$ cat config.mk
export PLATFORM = sky130hd
export DESIGN_NAME = numeric_literal_parser_flat
export DESIGN_NICKNAME = d
export VERILOG_FILES = /design/src/sv/nlp_pkg.sv /design/src/sv/nlp_if.sv /design/src/sv/nlp_front.sv /design/src/sv/nlp_queue.sv /design/src/sv/nlp_back.sv /design/src/sv/numeric_literal_parser.sv /design/src/flat_wrapper.sv
export SDC_FILE = /design/constraint.sdc
export NUM_CORES = 1
export LEC_CHECK = 0
export ABC_AREA = 1
export ABC_CLOCK_PERIOD_IN_PS = 4400
export BUFFER_PORTS_ARGS = -buffer_cell sky130_fd_sc_hd__buf_2
export CORE_AREA = 2 2 161 163
export DETAILED_ROUTE_END_ITERATION = 12
export DIE_AREA = 0 0 163 165
export PLACE_DENSITY = 0.6
export SLEW_MARGIN = 30
export SYNTH_ARGS = -nofsm -noshare
export SYNTH_HDL_FRONTEND = slang
export SYNTH_HIERARCHICAL = 1
export SYNTH_SLANG_ARGS = --single-unit
$ cat constraint.sdc
create_clock -name clk -period 4.4 [get_ports clk]
set_input_delay 0.88 -clock clk [delete_from_list [all_inputs] [get_ports clk]]
set_output_delay 0.88 -clock clk [all_outputs]
set_load 0.01 [all_outputs]
$ cat src/sv/nlp_pkg.sv
// shared types and character constants for the numeric literal parser
`timescale 1ns / 1ps

package nlp_pkg;

	localparam logic [7:0] CH_ZERO   = 8'h30;
	localparam logic [7:0] CH_ONE    = 8'h31;
	localparam logic [7:0] CH_NINE   = 8'h39;
	localparam logic [7:0] CH_UP_A   = 8'h41;
	localparam logic [7:0] CH_UP_F   = 8'h46;
	localparam logic [7:0] CH_LO_A   = 8'h61;
	localparam logic [7:0] CH_LO_F   = 8'h66;
	localparam logic [7:0] CH_UP_X   = 8'h58;
	localparam logic [7:0] CH_LO_X   = 8'h78;
	localparam logic [7:0] CH_UP_B   = 8'h42;
	localparam logic [7:0] CH_LO_B   = 8'h62;
	localparam logic [7:0] CH_DOLLAR = 8'h24;
	localparam logic [7:0] CH_PCT    = 8'h25;

	localparam logic [7:0] DEC_OFS   = 8'h30;
	localparam logic [7:0] UPPER_OFS = 8'h37;
	localparam logic [7:0] LOWER_OFS = 8'h57;

	localparam logic [5:0] HEX_LIMIT = 6'd8;
	localparam logic [5:0] BIN_LIMIT = 6'd32;
	localparam logic [5:0] DEC_LIMIT = 6'd11;

	// classified character as it travels from front to back
	typedef struct packed {
		logic [3:0] digit;
		logic       is_dec;
		logic       is_hex;
		logic       is_bin;
		logic       is_zero;
		logic       is_x;
		logic       is_b;
		logic       is_dollar;
		logic       is_pct;
		logic       last;
	} char_cls_t;

endpackage

$ cat src/sv/nlp_if.sv
// valid/ready stream interfaces for characters and parsed results
`timescale 1ns / 1ps

interface nlp_char_if;
	logic       valid;
	logic       ready;
	logic [7:0] char_code;
	logic       last_char;

	modport source (output valid, output char_code, output last_char, input ready);
	modport sink (input valid, input char_code, input last_char, output ready);
endinterface

interface nlp_result_if;
	logic        valid;
	logic        ready;
	logic [31:0] parsed_value;
	logic        parse_error;

	modport source (output valid, output parsed_value, output parse_error, input ready);
	modport sink (input valid, input parsed_value, input parse_error, output ready);
endinterface

$ cat src/sv/nlp_front.sv
// front end: accepts characters and classifies them for the back end
`timescale 1ns / 1ps

module nlp_front
	import nlp_pkg::*;
(
	nlp_char_if.sink   literal,
	input  logic       q_ready,
	output logic       push,
	output char_cls_t  push_data
);

	logic [7:0] c;
	logic       upper;
	logic       lower;
	logic [7:0] diff;

	assign c = literal.char_code;
	assign literal.ready = q_ready;
	assign push = literal.valid && q_ready;

	always_comb begin
		upper = (c >= CH_UP_A) && (c <= CH_UP_F);
		lower = (c >= CH_LO_A) && (c <= CH_LO_F);
		push_data.is_dec    = (c >= CH_ZERO) && (c <= CH_NINE);
		push_data.is_hex    = push_data.is_dec || upper || lower;
		push_data.is_bin    = (c == CH_ZERO) || (c == CH_ONE);
		push_data.is_zero   = (c == CH_ZERO);
		push_data.is_x      = (c == CH_LO_X) || (c == CH_UP_X);
		push_data.is_b      = (c == CH_LO_B) || (c == CH_UP_B);
		push_data.is_dollar = (c == CH_DOLLAR);
		push_data.is_pct    = (c == CH_PCT);
		push_data.last      = literal.last_char;
		if (upper) begin
			diff = c - UPPER_OFS;
		end else if (lower) begin
			diff = c - LOWER_OFS;
		end else begin
			diff = c - DEC_OFS;
		end
		push_data.digit = diff[3:0];
	end

endmodule

$ cat src/sv/nlp_queue.sv
// short queue of classified characters between front and back
`timescale 1ns / 1ps

module nlp_queue
	import nlp_pkg::*;
#(
	parameter int DEPTH = 4
) (
	input  logic      clk,
	input  logic      arst_n,
	input  logic      push,
	input  char_cls_t push_data,
	output logic      not_full,
	input  logic      pop,
	output logic      not_empty,
	output char_cls_t head
);

	localparam int AW = $clog2(DEPTH);
	localparam int CW = $clog2(DEPTH + 1);

	char_cls_t         mem_q [DEPTH];
	logic [AW-1:0]     wr_ptr_q;
	logic [AW-1:0]     rd_ptr_q;
	logic [CW-1:0]     count_q;

	assign not_full  = (count_q != CW'(DEPTH));
	assign not_empty = (count_q != '0);
	assign head      = mem_q[rd_ptr_q];

	always_ff @(posedge clk) begin
		if (push) begin
			mem_q[wr_ptr_q] <= push_data;
		end
	end

	always_ff @(posedge clk or negedge arst_n) begin
		if (!arst_n) begin
			wr_ptr_q <= '0;
			rd_ptr_q <= '0;
			count_q  <= '0;
		end else begin
			if (push) begin
				wr_ptr_q <= (wr_ptr_q == AW'(DEPTH - 1)) ? '0 : wr_ptr_q + 1'b1;
			end
			if (pop) begin
				rd_ptr_q <= (rd_ptr_q == AW'(DEPTH - 1)) ? '0 : rd_ptr_q + 1'b1;
			end
			if (push && !pop) begin
				count_q <= count_q + 1'b1;
			end else if (pop && !push) begin
				count_q <= count_q - 1'b1;
			end
		end
	end

endmodule

$ cat src/sv/nlp_back.sv
// back end: radix tracking, accumulation and the result register
`timescale 1ns / 1ps

module nlp_back
	import nlp_pkg::*;
(
	input  logic       clk,
	input  logic       arst_n,
	input  logic       q_valid,
	input  char_cls_t  head,
	output logic       pop,
	nlp_result_if.source result
);

	localparam logic [2:0] PH_START = 3'd0;
	localparam logic [2:0] PH_ZERO  = 3'd1;
	localparam logic [2:0] PH_HEX   = 3'd2;
	localparam logic [2:0] PH_BIN   = 3'd3;
	localparam logic [2:0] PH_DEC   = 3'd4;

	logic [2:0]  phase_q;
	logic [31:0] acc_q;
	logic [5:0]  cnt_q;
	logic        err_q;

	logic        out_valid_q;
	logic [31:0] out_value_q;
	logic        out_error_q;

	logic [2:0]  ph_n;
	logic [31:0] base_acc;
	logic [5:0]  base_cnt;
	logic        base_err;
	logic        take;
	logic        digit_ok;
	logic [5:0]  limit;
	logic [31:0] acc_upd;
	logic [31:0] acc_n;
	logic [5:0]  cnt_n;
	logic        err_n;

	// a word moves on unless it closes a literal and the result slot is stuck
	assign pop = q_valid && (!head.last || !out_valid_q || result.ready);

	always_comb begin
		ph_n     = phase_q;
		base_acc = acc_q;
		base_cnt = cnt_q;
		base_err = err_q;
		take     = 1'b1;
		unique case (phase_q)
			PH_ZERO: begin
				if (head.is_x) begin
					ph_n = PH_HEX;
					base_acc = '0;
					base_cnt = '0;
					take = 1'b0;
				end else if (head.is_b) begin
					ph_n = PH_BIN;
					base_acc = '0;
					base_cnt = '0;
					take = 1'b0;
				end else begin
					ph_n = PH_DEC;
				end
			end
			PH_HEX, PH_BIN, PH_DEC: begin
				ph_n = phase_q;
			end
			default: begin
				base_acc = '0;
				base_cnt = '0;
				base_err = 1'b0;
				priority if (head.is_dollar) begin
					ph_n = PH_HEX;
					take = 1'b0;
				end else if (head.is_pct) begin
					ph_n = PH_BIN;
					take = 1'b0;
				end else if (head.is_zero) begin
					// leading zero counts as a decimal digit unless a prefix follows
					ph_n = PH_ZERO;
					base_cnt = 6'd1;
					take = 1'b0;
				end else begin
					ph_n = PH_DEC;
				end
			end
		endcase

		priority if (ph_n == PH_HEX) begin
			digit_ok = head.is_hex;
			limit    = HEX_LIMIT;
			acc_upd  = {base_acc[27:0], head.digit};
		end else if (ph_n == PH_BIN) begin
			digit_ok = head.is_bin;
			limit    = BIN_LIMIT;
			acc_upd  = {base_acc[30:0], head.digit[0]};
		end else begin
			digit_ok = head.is_dec;
			limit    = DEC_LIMIT;
			acc_upd  = {base_acc[28:0], 3'b000} + {base_acc[30:0], 1'b0}
				+ {28'd0, head.digit};
		end

		acc_n = base_acc;
		cnt_n = base_cnt;
		err_n = base_err;
		if (take && !base_err) begin
			if (!digit_ok || (base_cnt >= limit)) begin
				err_n = 1'b1;
			end else begin
				acc_n = acc_upd;
				cnt_n = base_cnt + 6'd1;
			end
		end
	end

	always_ff @(posedge clk or negedge arst_n) begin
		if (!arst_n) begin
			phase_q     <= PH_START;
			acc_q       <= '0;
			cnt_q       <= '0;
			err_q       <= 1'b0;
			out_valid_q <= 1'b0;
		end else begin
			if (pop) begin
				if (head.last) begin
					phase_q <= PH_START;
					acc_q   <= '0;
					cnt_q   <= '0;
					err_q   <= 1'b0;
				end else begin
					phase_q <= ph_n;
					acc_q   <= acc_n;
					cnt_q   <= cnt_n;
					err_q   <= err_n;
				end
			end
			if (pop && head.last) begin
				out_valid_q <= 1'b1;
			end else if (result.ready) begin
				out_valid_q <= 1'b0;
			end
		end
	end

	always_ff @(posedge clk) begin
		if (pop && head.last) begin
			out_value_q <= err_n ? '0 : acc_n;
			out_error_q <= err_n;
		end
	end

	assign result.valid        = out_valid_q;
	assign result.parsed_value = out_value_q;
	assign result.parse_error  = out_error_q;

endmodule

$ cat src/sv/numeric_literal_parser.sv
// top level of the numeric literal parser: front, queue and back end
//
//   port     dir   words                       payload
//   literal  in    one ASCII character         char_code[7:0], last_char
//   result   out   one per closing character   parsed_value[31:0], parse_error
//
// one character taken and one queued word folded per cycle while results are taken
// a result is registered once the back end pops its closing word from the queue
// arst_n clears the queue, the radix state and the result valid flag
// a stalled result holds back only closing words; the queue absorbs QUEUE_DEPTH words
`timescale 1ns / 1ps

module numeric_literal_parser
	import nlp_pkg::*;
#(
	parameter int QUEUE_DEPTH = 4
) (
	input logic           clk,
	input logic           arst_n,
	nlp_char_if.sink      literal,
	nlp_result_if.source  result
);

	logic      push;
	char_cls_t push_data;
	logic      q_ready;
	logic      q_valid;
	logic      pop;
	char_cls_t head;

	nlp_front u_front (
		.literal   (literal),
		.q_ready   (q_ready),
		.push      (push),
		.push_data (push_data)
	);

	nlp_queue #(
		.DEPTH (QUEUE_DEPTH)
	) u_queue (
		.clk       (clk),
		.arst_n    (arst_n),
		.push      (push),
		.push_data (push_data),
		.not_full  (q_ready),
		.pop       (pop),
		.not_empty (q_valid),
		.head      (head)
	);

	nlp_back u_back (
		.clk     (clk),
		.arst_n  (arst_n),
		.q_valid (q_valid),
		.head    (head),
		.pop     (pop),
		.result  (result)
	);

endmodule

$ cat src/flat_wrapper.sv
// flat-port wrapper written by rule: the top's interface ports become plain ports
module numeric_literal_parser_flat import nlp_pkg::*;
#(
	parameter int QUEUE_DEPTH = 4
)
  (clk, arst_n, literal_valid, literal_char_code, literal_last_char, literal_ready, result_valid, result_parsed_value, result_parse_error, result_ready);
  nlp_char_if literal_i ();
  nlp_result_if result_i ();
  input logic clk;
  input logic arst_n;
  input wire logic [$bits(literal_i.valid)-1:0] literal_valid;
  input wire logic [$bits(literal_i.char_code)-1:0] literal_char_code;
  input wire logic [$bits(literal_i.last_char)-1:0] literal_last_char;
  output wire logic [$bits(literal_i.ready)-1:0] literal_ready;
  output wire logic [$bits(result_i.valid)-1:0] result_valid;
  output wire logic [$bits(result_i.parsed_value)-1:0] result_parsed_value;
  output wire logic [$bits(result_i.parse_error)-1:0] result_parse_error;
  input wire logic [$bits(result_i.ready)-1:0] result_ready;
  assign literal_i.valid = literal_valid;
  assign literal_i.char_code = literal_char_code;
  assign literal_i.last_char = literal_last_char;
  assign literal_ready = literal_i.ready;
  assign result_valid = result_i.valid;
  assign result_parsed_value = result_i.parsed_value;
  assign result_parse_error = result_i.parse_error;
  assign result_i.ready = result_ready;
  numeric_literal_parser #(.QUEUE_DEPTH(QUEUE_DEPTH)) u_core (.clk(clk), .arst_n(arst_n), .literal(literal_i), .result(result_i));
endmodule
==> results.md, run 1 <==
* Layout area overhead at 13.4%
* Top FF cell, synth: edfxtp_1
* CP peak stage delay at 410 ps
* # fillers at 2,515
* Worst setup path category: register to register
* Maximum vdd drop at 711 uV
* RSZ-0062 raised after global routing: false
* Count leader, synth: nand2_1
* Synth Cell Area at 9900 sq um
* Syn nets at 1,461
* Vias in the first global route at 8,418
* CTS tree: yes
* # rows at 58
* Synthesis Warnings at 6
* Reg2reg start: u_core/u_queue/rd_ptr_q[0]$_DFFE_PN0P_
* Max Cap Viol at 0
* Top-Level Pins at 48
* Power per cell area at 768 nW/um^2
* Largest net degree at the start of global routing at 57
* Crit path launch type: register
* Worst hold path class: primary input to asynchronous set/reset pin
* FFs w/ async S/R, synth at 36.6%
* First-pass GRT wire length at 43,200 um
* Post-route setup TNS at 0 ps
* R2r worst-path depth at 25
* 1st-iter DRT viols at 679
* Ranking of synthesized cells by area: edfxtp_1 (26%), nand2_1 (18%), dfrtp_1 (12%)
* Clock edge transition at the registers on the reported setup and hold paths at 60 ps
* IO buf count at 47
* Routed WL per cell at 15.2 um
* Dominant cell type by area after synthesis: edfxtp_1
* Vias at 8,848
* Clock Sinks at 134
* Gp weighted congestion at 0.947
* Top-area cell type share of the netlist area at 25.8%
* Critical-path top delay cell: dfrtp_1
* Vias per cell at 4.98
* Least-Margin Pin Slew at 817 ps
* R2R setup slack at 340 ps
* CTS max path bufs at 2
* Final setup fails at 0
* Die Wd at 163 um
* CTS root buf: clkbuf_16
* Routed Antenna Nets at 0
* Diode count at 0
* Later-pin clock latency in the skew report at 420 ps
* Min Tclk post-route at 4060 ps
* Avg Inst Size Synth at 7.18 sq um
* Total grt overflow at 0
* Core area at 25,000 sq um
* Routed wire length at 26,900 um
* Drt first pass iters at 5
* Syn Inst Count at 1,379
* Crit path DAT at 4360 ps
* HPWL Detailed at 20,300 um
* Unique masters post-synth at 46
* Multi-input gate area at 5040 sq um
* Final routed DRC violation total at 0
* Sequential cell area fraction in the yosys report at 38.2%
* Final count of hold timing violations at 0
* Crit-path max FO at 10
* Num CTS Buffers at 17
* DIE AREA at 26,900 sq um
* Overall Power at 8.62 mW
* Initial antenna violation count at 0
* Die Span Y at 165 um
* Initial Utilization at 39.6%
* Part of the cycle the worst path needs at 92.2%
* Slew margin rel. at 45.5%
* Post-synth top cells: nand2_1 (485), inv_1 (232), nor2_1 (118)
* Total Nets Final at 1,514
* Reg2reg end: u_core/u_back/acc_q[28]$_DFFE_PN0P_
* H-tree levels at 4
* Clock Skew at 10.3 ps
* Final Max Tran Viols at 0
* Pleak at 5.96 nW
* FF+latch count, synth at 134
* Number of enable flip-flop cells after synthesis at 85
* Share of layout cells above drive strength 1 at 10.9%
* CP Data Required Time at 4700 ps
* Register area at 3780 sq um
* Crit path top cell by count: nand2_1
* GR Util All Layers at 20.5%
* Peak Freq at 247 MHz
* CP Capture Type: register
* Status: finished, final reports clean
==> cells by family after synthesis <==
family	after synthesis	synth area share, %
simple gates	749	31.5
buf+inv	278	11.6
compound gates	136	8.78
flops	134	38.2
fa+ha+maj	69	8.87
xor+xnor	13	1.15
==> state kept, by name, summed over array words and instances (netlist names) <==
signal / cells
u_core/u_back/result.parsed_value: 32
u_core/u_queue/count_q: 3
u_core/u_back/phase_q: 3
u_core/u_queue/mem_q: 52
u_core/u_back/cnt_q: 6
u_core/u_back/result.parse_error: 1
u_core/u_queue/wr_ptr_q: 2
u_core/u_back/result.valid: 1
u_core/u_back/err_q: 1
u_core/u_back/acc_q: 31
u_core/u_queue/rd_ptr_q: 2
==> cell type report <==
class                           count  share of cell area [%]
Multi-Input combinational cell    967                    44.8
Sequential cell                   134                    33.6
Inverter                          241                    8.13
Timing Repair Buffer               71                    4.08
Clock buffer                       18                    3.82
Tap cell                          330                    3.68
Clock inverter                     14                    1.80
==> layout by cell type (no fill, tap or decap), types with 6 or more instances in the layout <==
cell type | Yosys | final
a21oi_1 | 33 | 32
buf_2 | 10 | 47
buf_4 | 5 | 21
clkbuf_16 | 0 | 18
dfrtp_1 | 49 | 48
edfxtp_1 | 85 | 85
ha_1 | 67 | 66
inv_1 | 232 | 231
inv_2 | 7 | 6
nand2_1 | 485 | 481
nand3_1 | 99 | 98
nand4_1 | 12 | 12
nor2_1 | 118 | 111
nor2_2 | 3 | 10
nor3_1 | 7 | 7
o211ai_1 | 19 | 19
o211ai_2 | 9 | 9
o21ai_0 | 34 | 34
o21ai_1 | 13 | 13
o22ai_1 | 12 | 12
xnor2_1 | 9 | 9
==> worst max-delay path: cells and delay by family, from the launching register on <==
| kind | cells | cell delay [ps] |
|---|---|---|
| buffers and inverters | 6 | 750 |
| adders and majority gates | 2 | 590 |
| DFF | 1 | 410 |
| and+or+nand+nor | 15 | 1730 |
| AOI/OAI and AO/OA | 2 | 450 |
==> worst max-delay path by stage <==
stage                                                start  cells after the start                                             endpoint  slack (ps)
floorplan           u_core/u_queue/rd_ptr_q[0]$_DFFE_PN0P_                     29  u_core/u_back/result.parsed_value[29]$_SDFFCE_PP0P_         710
global placement    u_core/u_queue/rd_ptr_q[1]$_DFFE_PN0P_                     27  u_core/u_back/result.parsed_value[29]$_SDFFCE_PP0P_         190
detailed placement  u_core/u_queue/rd_ptr_q[1]$_DFFE_PN0P_                     27  u_core/u_back/result.parsed_value[29]$_SDFFCE_PP0P_         110
CTS                 u_core/u_queue/rd_ptr_q[1]$_DFFE_PN0P_                     27  u_core/u_back/result.parsed_value[29]$_SDFFCE_PP0P_          90
global route        u_core/u_queue/rd_ptr_q[0]$_DFFE_PN0P_                     28  u_core/u_back/result.parsed_value[29]$_SDFFCE_PP0P_           1
finish              u_core/u_queue/rd_ptr_q[0]$_DFFE_PN0P_                     25                  u_core/u_back/acc_q[28]$_DFFE_PN0P_         340
==> power breakdown <==
part | switching (mW) | total (mW) | leakage, nW | internal, mW
clock | 0.588 | 1.54 | 0.300 | 0.957
sequential | 0.159 | 2.05 | 1.45 | 1.89
combinational | 3.53 | 5.03 | 4.21 | 1.50
==> through the flow <==
step                std cells  cell area, sq um  setup slack, ps  hold WS [ps]  util, %
floorplan                1379              9900              707           449        -
global placement         1739             10500              188           462     42.0
detailed placement       1739             10500              107           465     42.0
CTS                      1771             11100             86.4           472     44.5
global route             1775             11200            0.991           497     44.9
finish                   1775             11200              345           454     44.9
==> layer usage <==
metal	wire length (um)	track usage (%)
met1	12400	27.4
met2	12300	33.8
met3	1470	2.96
met4	762	7.72
met5	0	0
==> repair_timing <==
action,4_1_cts,5_1_grt
hold buffers,0,0
endpoints found under the hold margin,0,0
setup endpoints to repair,0,44
buffers inserted,0,3
gates resized for setup,0,18
Power figures use the tool's default switching activity.
==> run 2, diff against run 1 <==
Settings changed: CORE_AREA 2 2 161 163 to 2 2 156 158, DIE_AREA 0 0 163 165 to 0 0 158 160, PLACE_DENSITY 0.6 to 0.61, SKIP_CTS_REPAIR_TIMING set to 1, SYNTH_HIERARCHICAL 1 to unset.
==> results.md, run 2 <==
* Layout Utilization at 44.4%
* Clock Sinks at 134
* Vias per cell at 5.18
* Max Cap Viol at 0
* Initial Utilization at 39.2%
* Pleak at 5.09 nW
* Die Span Y at 160 um
* Multi-input gate area at 4770 sq um
* Final setup fails at 0
* Min Tclk post-route at 4090 ps
* Crit path DAT at 4250 ps
* Maximum vdd drop at 602 uV
* Worst Hold Slack at 482 ps
* # fillers at 2,400
* Worst hold path class: register to register
* Sequential cell area fraction in the yosys report at 40.5%
* Avg Inst Size Synth at 7.53 sq um
* CTS root buf: clkbuf_16
* Metal-1 WL at 11,700 um
* Total Nets Final at 1,377
* FF+latch count, synth at 134
* Top Metal Used: met4
* Post-synth top cells: nand2_1 (356), inv_1 (147), nor2_1 (136)
* Peak Freq at 244 MHz
* GR Util All Layers at 20.9%
* Reg2reg start: u_core.u_queue.rd_ptr_q[0]$_DFFE_PN0P_
* Endpoint, Worst Hold: u_core.u_back.acc_q[22]$_DFFE_PN0P_
* Hold depth at 2
* Status: finished, final reports clean
* Slew margin rel. at 37.5%
* Later-pin clock latency in the skew report at 430 ps
* CTS max path bufs at 2
* Layout area overhead at 13.5%
* Dominant cell type by area after synthesis: edfxtp_1
* Routed wire length at 26,100 um
* Critical-path top delay cell: dfrtp_2
* Crit-path max FO at 15
* Part of the cycle the worst path needs at 93.0%
* DIE AREA at 25,300 sq um
* Worst setup path category: register to register
* CP Data Required Time at 4560 ps
* Top reg by flops: u_core.u_queue.mem_q
* Total grt overflow at 0
* Power per cell area at 810 nW/um^2
* CP startpoint: u_core.u_queue.rd_ptr_q[0]$_DFFE_PN0P_
* IO buf count at 47
* Post-route setup TNS at 0 ps
* Vias at 8,449
* H-tree levels at 4
* Drt first pass iters at 5
* Crit path launch type: register
* CP Capture Type: register
* PnR worst setup slack at 309 ps
* Top-Level Pins at 48
* Synthesis Warnings at 0
* Reg2reg end: u_core.u_back.result.parsed_value[27]$_SDFFCE_PP0P_
* Top FF cell, synth: edfxtp_1
* Crit path buf inv count at 3
* Final Max Tran Viols at 0
* Vias in the first global route at 7,916
* CTS tree: yes
* Register area at 3780 sq um
* R2R setup slack at 310 ps
* Least-Margin Pin Slew at 937 ps
* Hold Crit Start: u_core.u_back.acc_q[22]$_DFFE_PN0P_
* FFs w/ async S/R, synth at 36.6%
* HPWL Detailed at 19,200 um
* Initial antenna violation count at 0
* Commonest non-fill, non-tap cell in the layout: nand2_1
* Final routed DRC violation total at 0
* Routed Antenna Nets at 0
* Final count of hold timing violations at 0
* R2r worst-path depth at 28
* Share of layout cells above drive strength 1 at 11.0%
* WL met2 at 12,500 um
* Clock edge transition at the registers on the reported setup and hold paths at 60 ps
* Syn nets at 1,323
* Worst path top cell family by delay: simple AND/OR/NAND/NOR gates
* Routed met3 length at 1280 um
* 1st-iter DRT viols at 736
* Routed WL per cell at 16.0 um
* First-pass GRT wire length at 41,500 um
* Largest net degree at the start of global routing at 36
* Ranking of synthesized cells by area: edfxtp_1 (27%), nand2_1 (14%), dfrtp_1 (13%)
* Count leader, synth: nand2_1
* CP peak stage delay at 480 ps
* Core area at 23,800 sq um
* Post-Place Setup Slack at 106 ps
* Clock Skew at 17.7 ps
* Diode count at 0
* Syn Inst Count at 1,240
* Gp weighted congestion at 0.933
* Crit path top cell by count: nand2_1
* Number of enable flip-flop cells after synthesis at 85
* Unique masters post-synth at 48
* Num CTS Buffers at 17
* Most frequent cells in the layout: nand2_1 (353), inv_1 (147), nor2_1 (131), nand3_1 (89), edfxtp_1 (85)
* Overall Power at 8.58 mW
* Die Wd at 158 um
* Max FFs per register at 52
* # rows at 57
* Top-area cell type share of the netlist area at 27.4%
* Synth Cell Area at 9330 sq um
run 2: cell types whose count changed after synthesis, moves of 17 or more:
cell,before,now
inv_1,232,147
o21ai_0,34,79
nor2_1,118,136
a21oi_1,33,60
o211ai_1,19,2
nand2_1,485,356
run 2: metrics by stage:
step	instances	instance area, sq um
6_report	1631	10600
5_1_grt	1631	10600
4_1_cts	1630	10600
3_5_place_dp	1598	9970
3_3_place_gp	1597	9940
2_1_floorplan	1240	9330
run 2: how the worst max path moves through the flow:
| stage | endpoint | slack, ps | cells past startpoint |
|---|---|---|---|
| 5_1_grt | u_core.u_back.result.parsed_value[27]$_SDFFCE_PP0P_ | -20 | 28 |
| 3_3_place_gp | u_core.u_back.result.parsed_value[15]$_SDFFCE_PP0P_ | 180 | 23 |
| 2_1_floorplan | u_core.u_back.result.parsed_value[22]$_SDFFCE_PP0P_ | 710 | 29 |
| 4_1_cts | u_core.u_back.result.parsed_value[15]$_SDFFCE_PP0P_ | 70 | 23 |
| 6_report | u_core.u_back.result.parsed_value[27]$_SDFFCE_PP0P_ | 310 | 28 |
| 3_5_place_dp | u_core.u_back.result.parsed_value[15]$_SDFFCE_PP0P_ | 110 | 23 |
run 2: logic make-up after synthesis:
| family | share of synthesized area, % |
|---|---|
| compound gates | 11.2 |
| fa+ha+maj | 9.55 |
| simple gates | 28.6 |
| flops | 40.5 |
| buf+inv | 8.69 |
| xor+xnor | 1.31 |
| mux | 0.121 |
run 2: power by group:
group	leakage, nW	switching [mW]	internal [mW]	total [mW]
logic	3.36	3.52	1.55	5.07
clock network	0.282	0.645	0.802	1.45
registers	1.44	0.161	1.90	2.06
run 2: cell type report:
cell class | count | area share [%]
repair buffers | 73 | 4.25
multi-input cells | 912 | 45.1
well taps | 324 | 3.83
inverters | 156 | 5.63
clock inverters | 15 | 1.50
clock buffers | 17 | 4.02
flip-flops and latches | 134 | 35.7
run 2: worst register-to-register path, delay by kind of cell, from the launching register on:
family	cells	cell delay [ps]
AO/OA/AOI/OAI	3	430
adder cells (fa/ha/maj)	2	520
buffers and inverters	3	430
flip-flops	1	480
AND/OR/NAND/NOR	20	1960
run 2: layer usage:
| metal | vias to the layer above | track usage [%] |
|---|---|---|
| met5 | - | 0 |
| met4 | 0 | 6.80 |
| met3 | 43 | 2.66 |
| met2 | 297 | 34.7 |
| met1 | 3916 | 28.3 |
| li1 | 4193 | - |
